==> src/prc_div.sv <==
// Pipelined restoring divider, one quotient bit per stage.
// Generic; quotient must fit QW bits. No package dependency.
module prc_div #(
    parameter int NW = 41,
    parameter int DW = 24,
    parameter int QW = 18
) (
    input  logic           clk,
    input  logic           en,
    input  logic [NW-1:0]  numer,
    input  logic [DW-1:0]  denom,
    output logic [QW-1:0]  quot
);
    logic [DW-1:0] rem_reg [QW];
    logic [QW-1:0] low_reg [QW];
    logic [DW-1:0] den_reg [QW];
    logic [QW-1:0] q_reg   [QW];

    for (genvar k = 0; k < QW; k++) begin : g_stage
        logic [DW-1:0] rem_in;
        logic [QW-1:0] low_in;
        logic [DW-1:0] den_in;
        logic [QW-1:0] q_in;
        logic [DW:0]   sh;
        logic [DW:0]   diff;
        logic          ge;

        if (k == 0) begin : g_first
            // upper numerator bits are below the divisor when the quotient fits
            assign rem_in = DW'(numer[NW-1:QW]);
            assign low_in = numer[QW-1:0];
            assign den_in = denom;
            assign q_in   = '0;
        end
        else begin : g_next
            assign rem_in = rem_reg[k-1];
            assign low_in = low_reg[k-1];
            assign den_in = den_reg[k-1];
            assign q_in   = q_reg[k-1];
        end

        assign sh   = {rem_in, low_in[QW-1]};
        assign diff = sh - {1'b0, den_in};
        assign ge   = (sh >= {1'b0, den_in});

        always_ff @(posedge clk)
        begin
            if (en)
            begin
                rem_reg[k] <= ge ? diff[DW-1:0] : sh[DW-1:0];
                low_reg[k] <= {low_in[QW-2:0], 1'b0};
                den_reg[k] <= den_in;
                q_reg[k]   <= {q_in[QW-2:0], ge};
            end
        end
    end

    assign quot = q_reg[QW-1];

endmodule

==> config.mk <==
export PLATFORM = sky130hd
export DESIGN_NAME = prc_div
export DESIGN_NICKNAME = d
export VERILOG_FILES = /design/src/prc_div.sv
export SDC_FILE = /design/constraint.sdc
export NUM_CORES = 2
export LEC_CHECK = 0
export BUFFER_PORTS_ARGS = -buffer_cell sky130_fd_sc_hd__buf_2
export CAP_MARGIN = 30
export CORE_MARGIN = 3
export CORE_UTILIZATION = 25
export DETAILED_ROUTE_END_ITERATION = 12
export PLACE_DENSITY_LB_ADDON = 0.1
export REMOVE_ABC_BUFFERS = 1
export SETUP_SLACK_MARGIN = 0.15
export SYNTH_ARGS = -nofsm -noshare
export SYNTH_HDL_FRONTEND = slang
export SYNTH_SLANG_ARGS = --single-unit
==> constraint.sdc <==
create_clock -name clk -period 10.92 [get_ports clk]
set_clock_uncertainty 0.15 [all_clocks]
set_input_delay 2.184 -clock clk [delete_from_list [all_inputs] [get_ports clk]]
set_output_delay 2.184 -clock clk [all_outputs]
set_load 0.005 [all_outputs]
After elaboration in Yosys (flattened, before gate mapping)
Memory sizes are Yosys's and may differ from the RTL's.
Index checks and enable logic that the tools add are counted.
{"block": "classes", "addsub": 18, "multipliers": 0, "n_div": 0, "order_cmp": 18, "eq_ne": 0, "n_shift": 0, "muxes": 20, "bitwise_logic": 0, "n_reduce_logical": 0}
{"operator": "2-to-1 mux 24 bit", "n": 18}
{"operator": "subtractor 24 bit", "n": 18}
{"operator": "greater-or-equal comparator 25 x 24 -> 1 bit", "n": 17}
{"operator": "greater-or-equal comparator 24 bit", "n": 1}
{"operator": "2-to-1 mux 1 bit", "n": 2}
{"block": "word_totals", "register_bits": 0, "latchBits": 0, "ramBits": 1494, "mem_bits_ro": 0, "inputBits": 67, "output_inout_bits": 18, "n_memories": 4}
{"memory": "den_reg", "depth": 18, "word_bits": 24, "rd": 17, "rd_ports_with_merged_regs": 0, "write_ports": 18, "line": "16", "text": "logic [DW-1:0] den_reg [QW];"}
{"memory": "rem_reg", "depth": 18, "word_bits": 24, "rd": 17, "rd_ports_with_merged_regs": 0, "write_ports": 18, "line": "14", "text": "logic [DW-1:0] rem_reg [QW];"}
{"memory": "q_reg", "depth": 18, "word_bits": 18, "rd": 18, "rd_ports_with_merged_regs": 0, "write_ports": 18, "line": "17", "text": "logic [QW-1:0] q_reg [QW];"}
{"memory": "low_reg", "depth": 18, "word_bits": 17, "rd": 17, "rd_ports_with_merged_regs": 0, "write_ports": 18, "line": "15", "text": "logic [QW-1:0] low_reg [QW];"}

Depth between registers and ports, before layout
An unclocked memory read counts as a cell.
{"block": "logic_depth", "depth_word": 3, "ltp_mapped": 14, "depth_no_buf": 12}

Worst setup path before layout
Ideal clock, no wire load.
{"block": "synth_timing", "path_type": "input -> register", "start": "input port numer[17]", "end": "memory rem_reg[0][17] (data pin)", "setup_time_ns": 0.260, "arrival_time_ns": 4.755, "required_time_ns": 10.510, "path_slack_ns": 5.755, "stages": 13, "n_path_buf": 1, "cell_sequence": "inv_1 -> ha_1 -> fa_1 -> nor2b_4 -> o31ai_4 -> a31oi_1 -> a211o_1 -> a21oi_1 -> nand2_1 -> a311o_1 -> a21oi_4 -> buf_6 -> mux2_2"}
{"element": "from (decl)", "line": "10", "text": "input logic [NW-1:0] numer,"}
{"element": "to (decl)", "line": "14"}

==> results.md <==
- Worst skew pair latency: 780 ps
- # clock sinks: 1140
- Via count: 38.7k
- Critical Path Sink Type: register
- Post-route ant nets: 0
- R2r startpoint: rem_reg[1][8]$_DFFE_PP_
- VDD IR max: 0.115 mV
- Synthesized area: between 60000 and 70000 um2
- Pre-CTS setup slack: 4710 ps
- Routed len/inst: 16.6 um
- Die width: around 500 um
- Xor and xnor area share after synthesis: 0.0442
- Max-cap violations: 0
- Post-route setup slack: 5610 ps
- Nets: 5847
- CTS tree: yes
- Mapped Avg Cell Area: 11.8 um2
- Critical path type: input port to register
- P per Cell Area: 289 nW/um2
- Largest family of logic cells by synthesized area: compound AO/OA/AOI/OAI gates
- Router iterations before antenna repair: 5
- Unrepaired setup endpoints after global routing: false
- CTS-repair resized insts: 0
- H-Tree Depth: 4
- Final hold vios: 0
- Most used DFF post-synth: edfxtp_1
- Fin. max-slew vios: 0
- Post-DP HPWL: 108000 um
- # setup viols final: 0
- Area grow syn2layout: 15.3%
- Slew of the pin with the lowest slew margin: roughly 1200 ps
- Vias per std cell: between 4 and 5
- Global route overflow: 0
- CP Launch Point: numer[17]
- Synth async-reset ratio: 0
- Largest net degree at the start of global routing: between 150 and 200
- Worst EP arrival: 5650 ps
- Tot GR Track Use: 0.115
- Status: finished, final reports clean
- Num rows: 180
- Library cells used by synthesis: 86
- Boundary Pins: 85
- Ys Warns: 0
- Final setup TNS: 0 ps
- Reg2Reg Setup Slack: 6640 ps
- Hold Startpoint: low_reg[5][14]$_DFFE_PP_
- Die Height: between 400 and 500 um
- Critical Path RT: 11250 ps
- Seq/Total Area, Yosys: 0.564
- Initial Util: 0.252
- Initial antenna violation count: 2
- EDFF count, synth: 1140
- Worst Path Max Fanout: 25
- Total length of routed wires: 143000 um
- Cts hold-fix bufs: 0
- Multiplexer area fraction after synthesis: 0.0296
- Gp weighted congestion: just under 0.9
- Clock transition at path regs: 60 ps
- Ranking of synthesized cells by area: edfxtp_1 56%, ha_1 8.9%, inv_1 3.3%
- DR iter-0 viols: 1526
- Vias in the first global route: 41.0k
- Share of layout cells above drive strength 1: 0.0889
- Die Footprint: 249000 um2
- Post-CTS setup buffers: 0
- Shortest period the worst path allows: between 5000 and 6000 ps
- Top post-synthesis cells by count: 1140 x edfxtp_1, 541 x inv_1, 432 x ha_1
- Slew headroom: 0.221
- Top-area cell type share of the netlist area: 0.564
- First-pass GRT wire length: roughly 230000 um
- CP startpoint kind: input port
- Worst hold-check path type: register to register
- Worst-case clock buffer depth: 3
- Post-route clock period utilization: 0.487
- Post-synthesis register bit count: 1140
- Compound-Gate Fraction of Synth Area: 0.139
- Post-Synthesis Cells: 5160
- Post-synthesis simple-gate area fraction: 0.0869
- Leak: 0.0278 uW
- Count leader, synth: edfxtp_1
- Fmax: 188 MHz
- Yosys top cell by area: edfxtp_1
- Core ar.: 241000 um2
- Count of port buffers added during placement: between 80 and 90
- Post-Synth Adder-Cell Area: 0.0947
- CTS Buf Count: 150
- Final routed DRC violation total: 0
- CTS Root Cell: clkbuf_16
-- through the flow --
step / utilization / power [uW] / cells / area [um2] / hold slack, ps
2_1_floorplan: - / 13100 / 5051 / 60200 / 250
3_3_place_gp: 0.270 / 15500 / 8360 / 65100 / 251
3_5_place_dp: 0.270 / 15600 / 8364 / 65100 / 255
4_1_cts: 0.290 / 20600 / 8627 / 69900 / 232
5_1_grt: 0.290 / 21900 / 8628 / 69900 / 261
6_report: 0.290 / 20200 / 8628 / 69900 / 246
-- power by group --
part / internal (uW) / switching, uW / total (uW)
registers: 6380 / 552 / 6930
logic: 3570 / 4870 / 8440
clock network: 2930 / 1930 / 4860
-- worst paths after layout --
check / cells after the start / to
min reg2reg: 0 / low_reg[6][15]$_DFFE_PP_
max: 13 / rem_reg[0][12]$_DFFE_PP_
min: 0 / low_reg[6][15]$_DFFE_PP_
max reg2reg: 10 / rem_reg[2][9]$_DFFE_PP_
-- cells in the final DEF (no fill, tap or decap), drive strengths merged, types with 14 or more instances in the layout --
master,n
a2111oi,14
a211oi,38
a21boi,18
a21o,192
a21oi,351
a31o,15
a31oi,41
and2,20
and3,56
buf,128
bufinv,15
clkbuf,189
clkinv,50
edfxtp,1140
fa,17
ha,432
inv,546
mux2,139
mux2i,23
nand2,386
nand2b,55
nand3,88
nand4,55
nor2,252
nor2b,64
nor3,55
nor4,14
o211ai,18
o21a,61
o21ai,392
o21bai,35
o31a,26
o31ai,39
or2,14
or3,26
xnor2,170
xor2,136
-- cell type report --
type                       instances  area [um2]
clock buffer                     189        3960
multi-input combinational       3369       24000
inverter                         542        2030
sequential                      1140       34200
timing repair buffer             128         818
clock inverter                    74         896
antenna                            1        2.50
fill                           24500      171000
tap                             3185        3990
-- critical path, cell delays in order --
cell	delay (ps)
buf_2	90
inv_1	60
ha_1	180
fa_1	260
nor2b_4	70
o31ai_4	230
a31oi_1	260
a211o_1	410
a21oi_1	200
nand2_1	120
a311o_1	420
a21oi_4	730
mux2_1	400
-- cells by family (layout without fill, tap and decap cells) --
logic type	Yosys count	count (layout)
compound gates	1336	1336
flops	1140	1140
simple gates	1116	1116
buf+inv	651	933
other cells	0	1
mux	162	162
xor+xnor	306	306
fa+ha+maj	449	449
-- layer usage --
layer,GRT usage,share of wire,up-vias
li1,-,-,19300
met1,0.106,0.35,18400
met2,0.229,0.55,620
met3,0.0196,0.030,349
met4,0.0713,0.064,0
met5,0,0,-
(Power assumes the default switching activity.)
