==> src/prc_sqrt.sv <==
// Pipelined integer square root, one result bit per stage.
// Generic; no package dependency.
module prc_sqrt #(
    parameter int IN_W = 46
) (
    input  logic                  clk,
    input  logic                  en,
    input  logic [IN_W-1:0]       radicand,
    output logic [IN_W/2-1:0]     root
);
    localparam int OUT_W = IN_W / 2;
    localparam int RW    = OUT_W + 2;

    logic [RW-1:0]    rem_reg  [OUT_W];
    logic [OUT_W-1:0] root_reg [OUT_W];
    logic [IN_W-1:0]  rad_reg  [OUT_W];

    for (genvar k = 0; k < OUT_W; k++) begin : g_stage
        logic [RW-1:0]    rem_in;
        logic [OUT_W-1:0] root_in;
        logic [IN_W-1:0]  rad_in;
        logic [RW-1:0]    rem_sh;
        logic [RW-1:0]    trial;
        logic             ge;

        if (k == 0) begin : g_first
            assign rem_in  = '0;
            assign root_in = '0;
            assign rad_in  = radicand;
        end
        else begin : g_next
            assign rem_in  = rem_reg[k-1];
            assign root_in = root_reg[k-1];
            assign rad_in  = rad_reg[k-1];
        end

        // rem = 4*rem + next pair, trial = 4*root + 1
        assign rem_sh = {rem_in[RW-3:0], rad_in[IN_W-1 -: 2]};
        assign trial  = {root_in, 2'b01};
        assign ge     = (rem_sh >= trial);

        always_ff @(posedge clk)
        begin
            if (en)
            begin
                rem_reg[k]  <= ge ? (rem_sh - trial) : rem_sh;
                root_reg[k] <= {root_in[OUT_W-2:0], ge};
                rad_reg[k]  <= {rad_in[IN_W-3:0], 2'b00};
            end
        end
    end

    assign root = root_reg[OUT_W-1];

endmodule

==> config.mk <==
export PLATFORM = sky130hd
export DESIGN_NAME = prc_sqrt
export DESIGN_NICKNAME = d
export VERILOG_FILES = /design/src/prc_sqrt.sv
export SDC_FILE = /design/constraint.sdc
export NUM_CORES = 2
export LEC_CHECK = 0
export ABC_AREA = 1
export BUFFER_PORTS_ARGS = -buffer_cell sky130_fd_sc_hd__buf_4
export CAP_MARGIN = 20
export CELL_PAD_IN_SITES_DETAIL_PLACEMENT = 1
export CELL_PAD_IN_SITES_GLOBAL_PLACEMENT = 1
export CORE_AREA = 4 4 376 378
export CTS_CLUSTER_DIAMETER = 200
export DETAILED_ROUTE_END_ITERATION = 10
export DIE_AREA = 0 0 380 382
export GPL_ROUTABILITY_DRIVEN = 1
export PLACE_DENSITY = 0.82
export SLEW_MARGIN = 20
export SYNTH_ARGS = -nofsm -noshare
export SYNTH_HDL_FRONTEND = slang
export SYNTH_SLANG_ARGS = --single-unit
export TNS_END_PERCENT = 30
==> constraint.sdc <==
create_clock -name clk -period 3.01 [get_ports clk]
set_clock_uncertainty 0.2 [all_clocks]
set_input_delay 0.4515 -clock clk [delete_from_list [all_inputs] [get_ports clk]]
set_output_delay 0.4515 -clock clk [all_outputs]
set_load 0.02 [all_outputs]
* Word level (Yosys, flattened, before mapping) *
Memories as Yosys holds them, arrays and structs flattened.
Index checks and enable logic that the tools add are counted.
W data, S select, Z words.

storage, ports and cells
  bits in writable memories = 2116
  output and inout port bits = 23
  bits in read-only memories = 0
  bits in latches = 0
  bits in registers = 0
  logic and storage cells = 74
  memories = 3

cells by class
  $mul = 0
  div/mod/pow operators = 0
  shifts and indexed selects = 0
  bitwise gates (word level) = 0
  $add $sub $neg = 23
  reduce and logical (&&, ||, !) cells = 0
  magnitude comparators = 23
  equality and inequality tests = 0
  mux-type cells = 25

memories
  name      depth  width  read ports  clocked after Yosys merged registers in  wr ports  RTL line  text
  rad_reg   23     44     22          0                                        23        16        logic [IN_W-1:0] rad_reg [OUT_W];
  rem_reg   23     25     22          0                                        23        14        logic [RW-1:0] rem_reg [OUT_W];
  root_reg  23     23     23          0                                        23        15        logic [OUT_W-1:0] root_reg [OUT_W];

operator list
  kind                   count
  $mux W25               23
  $ge A25 B25 Y1         22
  $sub A25 B25 Y25       22
  $sub A2 B1 Y3 const B  1
  $ge A2 B1 Y1 const B   1
  $mux W1                2

* Logic depth before layout (Yosys ltp) *
An unclocked memory read counts as a cell.

  depth after elaboration = 3
  mapped depth = 15
  depth with buffers taken out = 14

* Worst setup path after synthesis *
OpenSTA, ideal clock, no wires.

  path type = register -> register
  start point = mem rem_reg[0][0] in the netlist's numbering
  end point = mem rem_reg[0][43] in the netlist's numbering (data pin)
  cell stages (with the launch flop) = 9
  path buffers = 1
  data required time = 2542 ps
  period minus slack after synthesis = 2197 ps
  setup slack = 813 ps
  arrival = 1729 ps
  cell sequence = edfxtp_1 ha_1 a21oi_1 nand2_1 inv_1 ha_1 and2_0 clkbuf_1 o21ai_0

RTL lines
  element          RTL line
  start, declared  14

==> impl_metrics.py <==
metrics = {
    "synth": {
        "synth.top_cell.area_share": 0.551,
        "netlist_area_sq_mm": 0.0687,
        "synthFlopType": "edfxtp_1",
        "synth.area.top_cells": "edfxtp_1 55%, nand2_1 14%, inv_1 7.0%",
        "synth_edf_count": 1260,
        "synth-seq-cells": 1260,
        "syn-num-nets": 8021,
        "ys_seq_area_frac": 0.551,
        "synth_warnings": 0,
        "synth_common_cells": "2,562 x nand2_1, 1,282 x inv_1, 1,260 x edfxtp_1",
        "synthCells": 7673,
        "yosys.cell_types.count": 49,
        "async_reset_ff_frac": 0,
        "syn_avg_cell_area_sq_um": 8.95,
        "yosysMostFrequentCell": "nand2_1",
        "yosysTopAreaCell": "edfxtp_1",
    },
    "power_and_ir_drop": {
        "pwr-share-comb": 0.219,
        "p_leak_nw": 34.7,
        "switchingPower_w": 0.0163,
        "power_w": 0.0516,
        "power_frac_seq": 0.448,
        "p_per_area_mw_per_mm2": 669,
        "clkPwrFrac": 0.333,
        "swShare": 0.317,
        "max-vdd-ir-drop_mv": 0.399,
        "internal_power_w": 0.0353,
    },
    "timing": {
        "fin_crit_sh": 0.953,
        "setup_viol": 0,
        "tightest_slew_ns": 0.822,
        "setup_tns_ns": 0,
        "finalMaxSlewViolations": 0,
        "grt_setup_unrepaired": "false",
        "maxClockFrequency_mhz": 349,
        "slew-limit-headroom": 0.446,
        "finalCriticalPeriod_ns": 2.87,
        "finalHoldViolations": 0,
    },
    "die": {
        "die_w_um": 380,
        "io_pins": 71,
        "die_area_sq_mm": 0.145,
        "die_h_um": 382,
        "initial_utilization": 0.500,
        "core_sq_mm": 0.137,
        "std_cell_rows": 136,
    },
    "clock_network": {
        "cts_tree": "yes",
        "clockRootBuffer": "clkbuf_16",
        "ctsLongestPathBuffers": 3,
        "path_clk_slew_ns": 0.08,
        "clock_latency_ns": 0.77,
        "htree_levels": 4,
        "cts_sinks": 1260,
        "cts_made_buffers": 139,
    },
    "outcome": {
        "status": "complete, no violations",
    },
    "placed_design": {
        "gp_congestion": 0.904,
        "io_buffers": 70,
        "hpwlAfterDp_mm": 152,
    },
    "cells_and_area": {
        "drive_gt1_frac": 0.0759,
        "finalNetCount": 8329,
        "largest_register_ffs": 506,
        "diodes": 0,
        "syn_to_final_growth_pct": 12.4,
    },
    "detailed_routing": {
        "drcViolationCount": 0,
        "postRouteAntennaNets": 0,
        "via_per_inst": 5.39,
        "drt-initial-drc-count": 3524,
        "vias": 53300,
        "wire_per_inst_um": 20.3,
        "wl_mm": 200,
        "dr.pass1.iters": 5,
    },
    "global_routing": {
        "track_usage": 0.274,
        "grt_pass1_wl_mm": 315,
        "grt_max_degree": 86,
        "antenna_found_initial": 0,
        "globalRouteOverflowTotal": 0,
        "grt_pass1_vias": 57000,
    },
    "hold_path": {
        "hp-class": "register to register",
        "hp-start": "rad_reg[0][330]",
    },
    "setup_path": {
        "worst_setup_path_start_kind": "register",
        "crit_type": "register to register",
        "rr_startpoint": "rem_reg[1][156]",
        "worstPathArrival_ns": 3.28,
        "worstPathMaxFanout": 20,
        "worstSetupEndpointType": "register",
        "crit_required_ns": 3.42,
        "crit_start": "rem_reg[1][156]",
    },
    "job": {
        "max_cap_violations": 0,
    },
}
[power by group through the flow]
stage | clock network, W | logic (W) | registers, W
final | 0.0172 | 0.0113 | 0.0231
after CTS | 0.0175 | 0.0113 | 0.0231
after global routing | 0.0183 | 0.0127 | 0.0232
after floorplan | 0 | 0.00763 | 0.0227
after detailed placement | 0 | 0.0110 | 0.0235
after global placement | 0 | 0.0105 | 0.0234
[cells by family (layout without fill, tap and decap cells)]
logic type                 Yosys count  in the layout  share of synthesized area
AOI/OAI and AO/OA                  483            483                     0.0411
xor gates and xnor gates           183            183                     0.0233
and+or+nand+nor                   4072           4072                      0.250
other                                1              1                  0.0000546
adders and majority gates          300            300                     0.0546
buffers and inverters             1374           1793                     0.0804
DFF                               1260           1260                      0.551
[layer usage]
| metal | up-vias | track usage | wire, um |
|---|---|---|---|
| met4 | 0 | 0.105 | 8080 |
| met2 | 1350 | 0.488 | 100000 |
| met5 | - | 0 | 0 |
| li1 | 25500 | - | - |
| met3 | 457 | 0.0323 | 8170 |
| met1 | 26000 | 0.343 | 83800 |
[worst paths after layout]
| kind | endpoint | slack (ns) | depth (start not counted) |
|---|---|---|---|
| worst max-delay path | rem_reg[1][185] | 0.14 | 10 |
| worst min register to register | rad_reg[1][24] | 0.20 | 0 |
| worst max register to register | rem_reg[1][185] | 0.14 | 10 |
| worst min-delay path | rad_reg[1][24] | 0.20 | 0 |
[through the flow]
step	instances	worst slack [ns]	util	hold WS, ns	cell area, sq um
floorplan	7673	0.813	-	0.200	68700
global placement	9583	0.320	0.525	0.200	72100
detailed placement	9583	0.191	0.525	0.205	72100
CTS	9883	0.128	0.561	0.141	77100
global route	9886	0.0241	0.561	0.159	77200
finish	9886	0.141	0.561	0.197	77200
[layout by cell type, fill, tap and decap left out, types with 14 or more instances in the layout]
cell type,Yosys,final
a21oi_1,234,234
a21oi_2,44,44
buf_12,1,33
buf_4,18,154
bufinv_16,0,14
clkbuf_1,2,21
clkbuf_16,0,140
clkinv_1,0,30
clkinv_2,0,18
dlygate4sd3_1,0,48
edfxtp_1,1260,1260
ha_1,300,300
inv_1,1282,1282
inv_2,23,23
nand2_1,2562,2562
nand2_2,26,26
nand3_1,465,464
nand3_2,17,17
nand3b_1,89,89
nand4_1,122,122
nor2_1,638,638
nor2_2,35,35
nor3_1,64,64
o21ai_0,104,104
o21ai_1,35,35
o21ai_2,38,38
xnor2_1,67,67
xor2_1,116,116
[repair_timing]
item	in CTS	in global routing
hold buffers	48	0
buffers inserted	0	3
endpoints found under the hold margin	72	0
resized for setup	0	2
endpoints found under the setup margin	0	16
[final cells by class]
| cell class | count | area [sq um] |
|---|---|---|
| clock buffer | 161 | 3580 |
| fill | 15900 | 60300 |
| clock inverter | 91 | 946 |
| timing repair buffer | 236 | 2320 |
| inverter | 1305 | 4900 |
| tap | 1794 | 2240 |
| sequential | 1260 | 37800 |
| multi-input combinational | 5039 | 25300 |
[worst max-delay path, stage by stage, from the launching register on]
cell and delay [ns]:
edfxtp_1 0.46, ha_1 0.40, nand2_1 0.15, inv_1 0.06
a21oi_1 0.21, nand3_1 0.21, nand2_1 0.22, nand2_2 0.09
inv_2 0.35, nand2_1 0.19, nand2_1 0.16
Power figures use the tool's default switching activity.
